==> src/hw/rtl/atsc_pkg.sv <==
// ----------------------------------------------------------------------------
// Adaptive time step controller package
// Shared constants: default widths, register indexes and output mode codes.
// ----------------------------------------------------------------------------
package atsc_pkg;

  localparam int TIME_BITS_DEF      = 48;
  localparam int TIME_FRAC_BITS_DEF = 32;
  localparam int SPEED_BITS_DEF     = 32;

  localparam int CFG_DATA_W = 48;
  localparam int CFG_IDX_W  = 3;
  localparam int GROW_W     = 16;
  localparam int GROW_FRAC  = 12;
  localparam int COURANT_W  = 32;
  localparam int COUNT_W    = 32;
  localparam int MODE_W     = 2;

  localparam logic [CFG_IDX_W-1:0] REG_INITIAL_STEP    = 3'd0;
  localparam logic [CFG_IDX_W-1:0] REG_MAX_DT          = 3'd1;
  localparam logic [CFG_IDX_W-1:0] REG_MIN_DT          = 3'd2;
  localparam logic [CFG_IDX_W-1:0] REG_GROWTH_RATE     = 3'd3;
  localparam logic [CFG_IDX_W-1:0] REG_COURANT_LENGTH  = 3'd4;
  localparam logic [CFG_IDX_W-1:0] REG_OUTPUT_MODE     = 3'd5;
  localparam logic [CFG_IDX_W-1:0] REG_OUTPUT_INTERVAL = 3'd6;
  localparam logic [CFG_IDX_W-1:0] REG_FINISH_TIME     = 3'd7;

  localparam logic [MODE_W-1:0] MODE_TIME = 2'd0;
  localparam logic [MODE_W-1:0] MODE_STEP = 2'd1;

  localparam logic [GROW_W-1:0]     GROW_RESET = 16'd4096;
  localparam logic [CFG_DATA_W-1:0] MAX_DT_RESET = 48'hFFFF_FFFF_FFFF;

endpackage

==> src/hw/rtl/atsc_div.sv <==
// ----------------------------------------------------------------------------
// Restoring divider
// Bit-serial unsigned division, one quotient bit per cycle.
// ----------------------------------------------------------------------------
module atsc_div #(
  parameter int NUM_W = atsc_pkg::TIME_BITS_DEF,
  parameter int DEN_W = atsc_pkg::COURANT_W
) (
  input  logic             clk,
  input  logic             rst_n,
  input  logic             start,
  input  logic [NUM_W-1:0] num,
  input  logic [DEN_W-1:0] den,
  output logic             done,
  output logic [NUM_W-1:0] quo
);
  import atsc_pkg::*;

  localparam int CNT_W = $clog2(NUM_W + 1);

  logic [NUM_W-1:0] quo_r;
  logic [DEN_W-1:0] rem_r;
  logic [DEN_W-1:0] den_r;
  logic [CNT_W-1:0] cnt_r;
  logic             busy_r;
  logic             done_r;
  logic [DEN_W:0]   part;
  logic [DEN_W:0]   diff;
  logic             fits;

  assign part = {rem_r, quo_r[NUM_W-1]};
  assign diff = part - {1'b0, den_r};
  assign fits = !diff[DEN_W];

  always_ff @(posedge clk) begin
    if (!rst_n) begin
      busy_r <= 1'b0;
      done_r <= 1'b0;
    end else begin
      done_r <= 1'b0;
      if (start) begin
        quo_r  <= num;
        den_r  <= den;
        rem_r  <= '0;
        cnt_r  <= CNT_W'(NUM_W);
        busy_r <= 1'b1;
      end else if (busy_r) begin
        quo_r <= {quo_r[NUM_W-2:0], fits};
        rem_r <= fits ? diff[DEN_W-1:0] : part[DEN_W-1:0];
        cnt_r <= cnt_r - 1'b1;
        if (cnt_r == CNT_W'(1)) begin
          busy_r <= 1'b0;
          done_r <= 1'b1;
        end
      end
    end
  end

  assign done = done_r;
  assign quo  = quo_r;

  a_start_busy: assert property (@(posedge clk) disable iff (!rst_n)
    start |=> busy_r) else $error("divider did not start");
  a_done_idle: assert property (@(posedge clk) disable iff (!rst_n)
    done_r |-> !busy_r) else $error("divider done while busy");
  a_busy_cnt: assert property (@(posedge clk) disable iff (!rst_n)
    busy_r |-> (cnt_r != '0)) else $error("divider busy with empty count");

endmodule

==> src/hw/rtl/adaptive_time_step_controller_core.sv <==
// ----------------------------------------------------------------------------
// Adaptive time step controller
// Picks a CFL limited time step per simulation step and advances sim time.
// ----------------------------------------------------------------------------
// Each input transaction carries the largest particle speed of one simulation
// step and produces exactly one result transaction. The Courant step is formed
// by a bit-serial restoring divider that resolves one quotient bit per cycle
// (TIME_FRAC_BITS + SPEED_BITS - 16 bits, at least 32 and at most 64, which is
// 48 at the default widths), while a serial multiplier forms the growth limit
// alongside it; five short steps then take the minimum, advance the time and
// decide the output. A new transaction is accepted while the previous result
// waits. Configuration writes are accepted in every cycle.
module adaptive_time_step_controller_core #(
  parameter int TIME_BITS      = atsc_pkg::TIME_BITS_DEF,
  parameter int TIME_FRAC_BITS = atsc_pkg::TIME_FRAC_BITS_DEF,
  parameter int SPEED_BITS     = atsc_pkg::SPEED_BITS_DEF
) (
  input  logic                           clk,
  input  logic                           rst_n,
  input  logic                           cfg_valid,
  output logic                           cfg_ready,
  input  logic [atsc_pkg::CFG_IDX_W-1:0] cfg_index,
  input  logic [atsc_pkg::CFG_DATA_W-1:0] cfg_data,
  input  logic                           in_valid,
  output logic                           in_ready,
  input  logic [SPEED_BITS-1:0]          in_max_speed,
  output logic                           out_valid,
  input  logic                           out_ready,
  output logic [TIME_BITS-1:0]           out_step_size,
  output logic [TIME_BITS-1:0]           out_sim_time_now,
  output logic [atsc_pkg::COUNT_W-1:0]   out_step_index,
  output logic                           out_write_output,
  output logic                           out_finished,
  output logic                           out_step_too_small
);
  import atsc_pkg::*;

  localparam int SHIFT  = TIME_FRAC_BITS + SPEED_BITS - 48;
  localparam int NUM_SH = (SHIFT > 0) ? SHIFT : 0;
  localparam int DEN_SH = (SHIFT < 0) ? -SHIFT : 0;
  localparam int SPD_W  = (SPEED_BITS < 32) ? SPEED_BITS : 32;
  localparam int NUMF_W = COURANT_W + NUM_SH;
  localparam int NUM_W  = (NUMF_W < 64) ? NUMF_W : 64;
  localparam int DEN_W  = SPD_W + DEN_SH;
  localparam int QW     = (NUM_W > TIME_BITS) ? NUM_W : TIME_BITS;
  localparam int PROD_W = TIME_BITS + GROW_W;
  localparam int MCNT_W = $clog2(GROW_W + 1);

  typedef enum logic [2:0] {
    S_IDLE,
    S_DIV,
    S_MIN_GROW,
    S_MIN_MAX,
    S_MIN_INIT,
    S_ADVANCE,
    S_REPORT
  } state_t;

  // Configuration registers.
  logic [TIME_BITS-1:0] init_step_r;
  logic [TIME_BITS-1:0] max_dt_r;
  logic [TIME_BITS-1:0] min_dt_r;
  logic [GROW_W-1:0]    growth_r;
  logic [COURANT_W-1:0] courant_r;
  logic [MODE_W-1:0]    mode_r;
  logic [TIME_BITS-1:0] interval_r;
  logic [TIME_BITS-1:0] finish_r;

  // Controller state and working registers.
  state_t               state_r;
  logic [TIME_BITS-1:0] last_step_r;
  logic [TIME_BITS-1:0] sim_time_r;
  logic [TIME_BITS-1:0] mark_r;
  logic [COUNT_W-1:0]   step_cnt_r;
  logic                 first_r;
  logic                 spd_zero_r;
  logic [TIME_BITS-1:0] step_r;
  logic [TIME_BITS-1:0] mul_x_r;
  logic [GROW_W-1:0]    mul_g_r;
  logic [PROD_W-1:0]    mul_p_r;
  logic [MCNT_W-1:0]    mul_cnt_r;

  // Result registers.
  logic                 out_valid_r;
  logic [TIME_BITS-1:0] out_step_size_r;
  logic [TIME_BITS-1:0] out_sim_time_r;
  logic [COUNT_W-1:0]   out_step_index_r;
  logic                 out_write_r;
  logic                 out_finished_r;
  logic                 out_small_r;

  logic                 accept;
  logic                 first;
  logic [SPD_W-1:0]     speed;
  logic [NUMF_W-1:0]    num_full;
  logic [NUM_W-1:0]     div_num;
  logic [DEN_W-1:0]     div_den;
  logic                 div_done;
  logic [NUM_W-1:0]     div_quo;
  logic [TIME_BITS-1:0] time_max;
  logic [TIME_BITS-1:0] cour_sat;
  logic [TIME_BITS-1:0] cour;
  logic [TIME_BITS+3:0] grow_full;
  logic [TIME_BITS-1:0] grow_val;
  logic [TIME_BITS:0]   mul_sum;
  logic [TIME_BITS:0]   mark0_sum;
  logic [TIME_BITS:0]   adv_sum;
  logic [TIME_BITS:0]   mark_inc_sum;
  logic [TIME_BITS-1:0] mark0;
  logic [TIME_BITS-1:0] adv;
  logic [TIME_BITS-1:0] mark_inc;
  logic                 wr;
  logic                 out_load;

  assign cfg_ready = 1'b1;

  always_ff @(posedge clk) begin
    if (!rst_n) begin
      init_step_r <= '0;
      max_dt_r    <= TIME_BITS'(MAX_DT_RESET);
      min_dt_r    <= '0;
      growth_r    <= GROW_RESET;
      courant_r   <= '0;
      mode_r      <= MODE_TIME;
      interval_r  <= '0;
      finish_r    <= '0;
    end else if (cfg_valid) begin
      unique case (cfg_index)
        REG_INITIAL_STEP:    init_step_r <= TIME_BITS'(cfg_data);
        REG_MAX_DT:          max_dt_r    <= TIME_BITS'(cfg_data);
        REG_MIN_DT:          min_dt_r    <= TIME_BITS'(cfg_data);
        REG_GROWTH_RATE:     growth_r    <= cfg_data[GROW_W-1:0];
        REG_COURANT_LENGTH:  courant_r   <= cfg_data[COURANT_W-1:0];
        REG_OUTPUT_MODE:     mode_r      <= cfg_data[MODE_W-1:0];
        REG_OUTPUT_INTERVAL: interval_r  <= TIME_BITS'(cfg_data);
        REG_FINISH_TIME:     finish_r    <= TIME_BITS'(cfg_data);
        default:             init_step_r <= init_step_r;
      endcase
    end
  end

  assign in_ready = (state_r == S_IDLE);
  assign accept   = in_valid && in_ready;
  assign first    = (step_cnt_r == '0);
  assign speed    = SPD_W'(in_max_speed);
  assign time_max = '1;

  assign num_full = NUMF_W'(courant_r) << NUM_SH;
  assign div_num  = NUM_W'(num_full);
  assign div_den  = DEN_W'(speed) << DEN_SH;

  atsc_div #(
    .NUM_W (NUM_W),
    .DEN_W (DEN_W)
  ) u_div (
    .clk   (clk),
    .rst_n (rst_n),
    .start (accept),
    .num   (div_num),
    .den   (div_den),
    .done  (div_done),
    .quo   (div_quo)
  );

  assign cour_sat = (QW'(div_quo) > QW'(time_max)) ? time_max : TIME_BITS'(div_quo);
  assign cour     = spd_zero_r ? init_step_r : cour_sat;

  assign mul_sum   = {1'b0, mul_p_r[PROD_W-1:GROW_W]} + (mul_g_r[0] ? {1'b0, mul_x_r} : '0);
  assign grow_full = mul_p_r[PROD_W-1:GROW_FRAC];
  assign grow_val  = (|grow_full[TIME_BITS+3:TIME_BITS]) ? time_max
                                                         : grow_full[TIME_BITS-1:0];

  assign mark0_sum    = {1'b0, sim_time_r} + {1'b0, interval_r};
  assign adv_sum      = {1'b0, sim_time_r} + {1'b0, step_r};
  assign mark_inc_sum = {1'b0, mark_r} + {1'b0, interval_r};
  assign mark0    = mark0_sum[TIME_BITS] ? time_max : mark0_sum[TIME_BITS-1:0];
  assign adv      = adv_sum[TIME_BITS] ? time_max : adv_sum[TIME_BITS-1:0];
  assign mark_inc = mark_inc_sum[TIME_BITS] ? time_max : mark_inc_sum[TIME_BITS-1:0];

  always_comb begin
    if (mode_r == MODE_TIME) begin
      wr = (sim_time_r >= mark_r);
    end else if (mode_r == MODE_STEP) begin
      wr = (TIME_BITS'(step_cnt_r) >= mark_r);
    end else begin
      wr = 1'b0;
    end
  end

  assign out_load = (state_r == S_REPORT) && (!out_valid_r || out_ready);

  always_ff @(posedge clk) begin
    if (!rst_n) begin
      state_r     <= S_IDLE;
      last_step_r <= '0;
      sim_time_r  <= '0;
      mark_r      <= '0;
      step_cnt_r  <= '0;
      out_valid_r <= 1'b0;
    end else begin
      if (out_valid_r && out_ready && !out_load) begin
        out_valid_r <= 1'b0;
      end
      unique case (state_r)
        S_IDLE: begin
          if (accept) begin
            first_r    <= first;
            spd_zero_r <= (speed == '0);
            mul_x_r    <= first ? init_step_r : last_step_r;
            mul_g_r    <= growth_r;
            mul_p_r    <= '0;
            mul_cnt_r  <= MCNT_W'(GROW_W);
            if (first) begin
              mark_r <= (mode_r == MODE_TIME) ? mark0 : '0;
            end
            state_r <= S_DIV;
          end
        end
        S_DIV: begin
          if (mul_cnt_r != '0) begin
            mul_p_r   <= {mul_sum, mul_p_r[GROW_W-1:1]};
            mul_g_r   <= mul_g_r >> 1;
            mul_cnt_r <= mul_cnt_r - 1'b1;
          end
          if (div_done) begin
            state_r <= S_MIN_GROW;
          end
        end
        S_MIN_GROW: begin
          step_r  <= (cour < grow_val) ? cour : grow_val;
          state_r <= S_MIN_MAX;
        end
        S_MIN_MAX: begin
          if (max_dt_r < step_r) begin
            step_r <= max_dt_r;
          end
          state_r <= S_MIN_INIT;
        end
        S_MIN_INIT: begin
          if (first_r && (init_step_r < step_r)) begin
            step_r <= init_step_r;
          end
          state_r <= S_ADVANCE;
        end
        S_ADVANCE: begin
          sim_time_r  <= adv;
          last_step_r <= step_r;
          state_r     <= S_REPORT;
        end
        S_REPORT: begin
          if (out_load) begin
            out_valid_r      <= 1'b1;
            out_step_size_r  <= step_r;
            out_sim_time_r   <= sim_time_r;
            out_step_index_r <= step_cnt_r;
            out_write_r      <= wr;
            out_finished_r   <= (sim_time_r > finish_r);
            out_small_r      <= (step_r < min_dt_r);
            if (wr) begin
              mark_r <= mark_inc;
            end
            if (step_cnt_r != '1) begin
              step_cnt_r <= step_cnt_r + 1'b1;
            end
            state_r <= S_IDLE;
          end
        end
        default: state_r <= S_IDLE;
      endcase
    end
  end

  assign out_valid          = out_valid_r;
  assign out_step_size      = out_step_size_r;
  assign out_sim_time_now   = out_sim_time_r;
  assign out_step_index     = out_step_index_r;
  assign out_write_output   = out_write_r;
  assign out_finished       = out_finished_r;
  assign out_step_too_small = out_small_r;

  a_accept_div: assert property (@(posedge clk) disable iff (!rst_n)
    accept |=> (state_r == S_DIV)) else $error("transaction did not start the divider");
  a_step_cap: assert property (@(posedge clk) disable iff (!rst_n)
    out_load |=> (out_step_size_r <= max_dt_r)) else $error("step exceeds max_dt");
  a_count_live: assert property (@(posedge clk) disable iff (!rst_n)
    out_load |=> (step_cnt_r != '0)) else $error("step count wrapped to zero");

endmodule
==> config.mk <==
export PLATFORM = sky130hd
export DESIGN_NAME = adaptive_time_step_controller_core
export DESIGN_NICKNAME = d
export VERILOG_FILES = /design/src/hw/rtl/atsc_pkg.sv /design/src/hw/rtl/atsc_div.sv /design/src/hw/rtl/adaptive_time_step_controller_core.sv
export SDC_FILE = /design/constraint.sdc
export NUM_CORES = 2
export LEC_CHECK = 0
export CAP_MARGIN = 20
export CORE_UTILIZATION = 45
export CTS_BUF_LIST = sky130_fd_sc_hd__clkbuf_16
export CTS_CLUSTER_DIAMETER = 50
export CTS_CLUSTER_SIZE = 40
export DETAILED_ROUTE_END_ITERATION = 8
export DONT_BUFFER_PORTS = 1
export SYNTH_ARGS = -nofsm -noshare
export SYNTH_HDL_FRONTEND = slang
export SYNTH_SLANG_ARGS = --single-unit
==> constraint.sdc <==
create_clock -name clk -period 17.63 [get_ports clk]
set_clock_uncertainty 0.2 [all_clocks]
set_input_delay 3.526 -clock clk [delete_from_list [all_inputs] [get_ports clk]]
set_output_delay 3.526 -clock clk [all_outputs]
set_load 0.02 [all_outputs]
Word level (Yosys, flattened, before mapping)
Cells that the tools add are included.

word-level totals
  register bits after elaboration = 904
  bits of input ports = 88
  output and inout port bits = 134

cells by class
  add/subtract/negate cells = 8
  magnitude comparators = 8
  equal/unequal tests = 24
  muxes and demuxes = 45
  bitwise logic cells = 2
  reduce and logical (&&, ||, !) cells = 38

operators by type and width
  kind                     number
  $mux W48                 18
  $add A48 B48 Y49         4
  $lt A48 B48 Y1           4
  $pmux W48 S3             1
  $mux W64                 2
  $pmux W64 S2             1
  $pmux W48 S2             1
  $logic_not A32 Y1        2
  $mux W32                 2
  $ge A32 B48 Y1           1
  $ge A48 B48 Y1           1
  $gt A48 B48 Y1           1
  $gt A48 B48 Y1 const B   1
  $sub A33 B32 Y33         1
  $add A32 B1 Y32 const B  1
  $mux W16                 2
  $ne A32 B32 Y1 const B   1
  $pmux W16 S2             1
  $eq A3 B3 Y1 const B     7
  $pmux W3 S7              1
  $reduce_and A2 Y1        10
  $eq A3 B2 Y1 const B     4
  $ne A2 B2 Y1 const B     6
  $reduce_and A3 Y1        4
  24 further kinds         48

Depth between registers and ports, before layout
  word-level depth = 8
  depth in mapped cells = 19
  gate-level depth less buffers = 14

Hierarchy
A second synthesis with hierarchy kept.

unflattened totals
  cell total of the unflattened synthesis = 6073
  area, all modules = 55064.1 um2

by module, submodules not included
  module                              instances  cells each  area each (um2)  seq. area each (um2)
  adaptive_time_step_controller_core  1          5519        48532.8          18477.7
  atsc_div                            1          554         6531.3           3583.4

Least setup slack after synthesis
OpenSTA, ideal clock, no wires.

  path kind = in2reg
  start point = input rst_n
  end point = register out_finished_r, in the netlist out_finished, enable pin
  data arrival time = 9.515 ns
  setup slack = 7.292 ns
  stages = 4
  path buffers = 2
  cell sequence = clkinv_1 clkbuf_1 clkbuf_1 nor2_1

between the ends
  word-level cells in the longest chain between the ends = 1

ends and longest elaborated chain
  element                             line                                       source
  start: declaration                  adaptive_time_step_controller_core.sv:19   input logic rst_n,
  $reduce_and A3 Y1 (no source line)  n/a
  end signal: assignment              adaptive_time_step_controller_core.sv:257  out_finished_r <= (sim_time_r > finish_r);
  end: declaration                    adaptive_time_step_controller_core.sv:89   logic out_finished_r;

No other way between the ends.
A chain may end at the register's enable or synchronous reset.

Worst setup path after layout
  start point = input out_ready
  end point = register step_cnt_r[31]

between the ends
  word-level cells in the longest chain between the ends = 3

ends and longest elaborated chain
  element                             line                                       source
  start: declaration                  adaptive_time_step_controller_core.sv:28   input logic out_ready,
  $logic_or A1 B1 Y1                  adaptive_time_step_controller_core.sv:190  assign out_load = (state_r == S_REPORT) && (!out_valid_r || out_ready);
  $logic_and A1 B1 Y1                 adaptive_time_step_controller_core.sv:190
  $reduce_and A3 Y1 (no source line)  n/a
  end signal: assignment              adaptive_time_step_controller_core.sv:263  step_cnt_r <= step_cnt_r + 1'b1;
  end: declaration                    adaptive_time_step_controller_core.sv:74   logic [COUNT_W-1:0] step_cnt_r;

No other way between the ends.

==> run metrics <==
RSZ-0062 raised after global routing false; largest net degree at the start of global routing 142; area grow syn2layout 10.4%; Resize count post-CTS 0; first-pass GRT wire length 261000 µm; cell count after synthesis 6025; sum of negative setup slack 0 ns; clock network latency to the later pin of the worst-skew pair 0.73 ns; Clock Path Buffers 3; CTS root buffer clkbuf_16; number of cells after detailed placement 7332; WL met1 between 70000 and 80000 µm; vias 44600; Core Region around 120000 µm²; crit path cell chain nand2b_1, nand2_1, a21oi_1, nand4_1, nor3_1, nand4_1, or3_1, a21oi_1; highest metal used met5; Fin Hold WS roughly 0.25 ns; Critical-path top delay cell a21oi_1; # clock sinks about 890; leading cell type in the layout, fill and taps excluded nand2_1; fmax between 150 and 200 MHz; #FFs+latches synth ~900; Max Slew Vio Count 0; most frequent cells in the layout nand2_1 (1021), a21oi_1 (701), ha_1 (545); worst hold path type reg2reg; critical path fanouts, max 8; Buf/Inv on CP 0; Pwr Total roughly 5.3 mW; First DRT Iteration DRCs 3826; synthesis warning total 0; CTS buffer count 115; Synth top area share 0.235; drt pass-1 iters 6; maxcap violations 0; final worst path period need 5.84 ns; GRT Util Overall 0.280; share of flip-flops with an asynchronous set or reset 0; CTS H-tree lvls 3; wire per inst 22.9 µm; antenna violations before repair 10; Finished Layout Cells 7560; Post-synth EDFFs 420; R2R setup slack 12.08 ns; crit path kind in2reg; # port buffers 0; CTS tree built; DRC 0; Setup Viol. Count Final 0; WP data required 18.06 ns; routed wire length about 170000 µm; syn nets 6663; Worst slew margin 0.268; crit-path leading delay family simple AND/OR/NAND/NOR gates; Critical Path AT 6.28 ns; startpoint class of the critical path input pin; Final HPWL DP around 120000 µm; vias in the first global route approximately 42000; CTS Hold Bufs 0; final hold violation count 0; Worst IR Drop VDD 0.0926 mV; Slew @ Worst Pin 1.08 ns; sequential fraction of the synthesis area 0.411; Leak about 25 nW; GR Overflow Total 0; Initial Util 0.454; post-route ant nets 0; IO Count 222; Cell Area, Synth 53700 µm²; area of the die 121000 µm²; Setup Fix Bufs, Post-CTS 0; via/cell ratio 5.90; Avg Cell Area, Syn 8.92 µm²; die height approximately 350 µm; Synth cell types 90; CP max stage delay 0.62 ns; layout cells sized above 1 0.0789; NumNets Final 6558; Tcrit/Tclk final 0.331; top_reg_cell synth dfxtp_1; Pwr Density 88.5 nW/µm²; CTS clk-pin slew, worst paths approximately 0.06 ns; largest area contributor in the netlist edfxtp_1; Site Rows approximately 130; Die W approximately 350 µm; Crit. End Element flip-flop; wire length on met2 78100 µm; Final GP Congestion around 0.93; outcome complete, no violations; Synth area leaders edfxtp_1 (23%), dfxtp_1 (18%), ha_1 (13%), nand2_1 (7.2%), a21oi_1 (6.5%); met3 routed wirelength 14500 µm
[cell type report]
type / count / area (µm²)
timing repair buffer: 68 / 606
fill: 11200 / 58900
tap: 1536 / 1920
clock buffer: 121 / 3030
sequential: 892 / 22100
antenna: 2 / 5.00
clock inverter: 98 / 991
inverter: 281 / 1060
multi-input combinational: 4562 / 29600
[synth_stat cells, types with 53 or more instances]
cell      count
edfxtp_1    420
inv_1       280
a21o_1      254
mux2_2       94
dfxtp_1     472
a21oi_1     702
nand2_1    1026
a31oi_1      61
xor2_1      105
nor2_1      319
nor2b_1      58
clkbuf_1    239
ha_1        545
nor3_1       63
o21ai_0     323
and2_1       90
nand4_1     108
nand3_1     125
a31o_2       53
xnor2_1     126
[registers in the layout, summed over array words and instances, names as in the netlist, 48 cells and up]
| signal | cells |
|---|---|
| finish_r | 48 |
| init_step_r | 48 |
| interval_r | 48 |
| last_step_r | 48 |
| mark_r | 48 |
| max_dt_r | 48 |
| min_dt_r | 48 |
| mul_p_r | 52 |
| mul_x_r | 48 |
| out_sim_time_now | 48 |
| out_step_size | 48 |
| sim_time_r | 48 |
| step_r | 48 |
| u_div.quo | 48 |
[kinds of logic (layout without fill, tap and decap cells)]
group | Yosys count | after routing | synth area share
mux | 126 | 126 | 0.0257
compound gates | 1702 | 1702 | 0.195
fa+ha+maj | 550 | 550 | 0.129
buf+inv | 571 | 568 | 0.0409
simple gates | 1952 | 1952 | 0.162
xor+xnor | 231 | 231 | 0.0377
flops | 892 | 892 | 0.411
other cells | 1 | 3 | 0.0000698
[worst reg2reg max path, cell delays in order (launching register included)]
cell and delay, ns:
edfxtp_1 0.92, buf_4 0.62, mux2_2 0.50, ha_1 0.30, a21o_1 0.16, a21o_1 0.18, a211oi_1 0.43, o21ai_1 0.22
a211o_1 0.40, a221oi_4 0.28, buf_4 0.48, a21oi_1 0.20, a31o_2 0.27, a21o_1 0.17
[metal layers]
layer / track usage / vias up
met3: 0.0696 / 262
met2: 0.451 / 1454
met4: 0.0799 / 6
met5: 0 / -
met1: 0.370 / 21500
li1: - / 21400
[through the flow]
step                utilization  setup WS, ns  cell area [µm²]
detailed placement        0.466         10.90            55100
CTS                       0.500         11.65            59200
global placement          0.466         11.00            55100
global route              0.502         11.47            59300
floorplan                     -          7.29            53700
finish                    0.502         11.79            59300
[path summary, 6_finish.rpt]
kind | start | end | cells after the start
setup reg to reg | spd_zero_r$_DFFE_PP_ | step_r[4]$_DFFE_PP_ | 13
hold reg to reg | finish_r[32]$_SDFFE_PN0P_ | finish_r[32]$_SDFFE_PN0P_ | 2
setup / recovery | out_ready | step_cnt_r[31]$_SDFFE_PN0P_ | 8
hold / removal | finish_r[32]$_SDFFE_PN0P_ | finish_r[32]$_SDFFE_PN0P_ | 2
[report_power, final]
group / internal, mW / switching (mW)
clock network: 1.35 / 1.08
registers: 2.24 / 0.0467
logic: 0.208 / 0.322
Note: power is estimated with default switching activity, not from simulation.
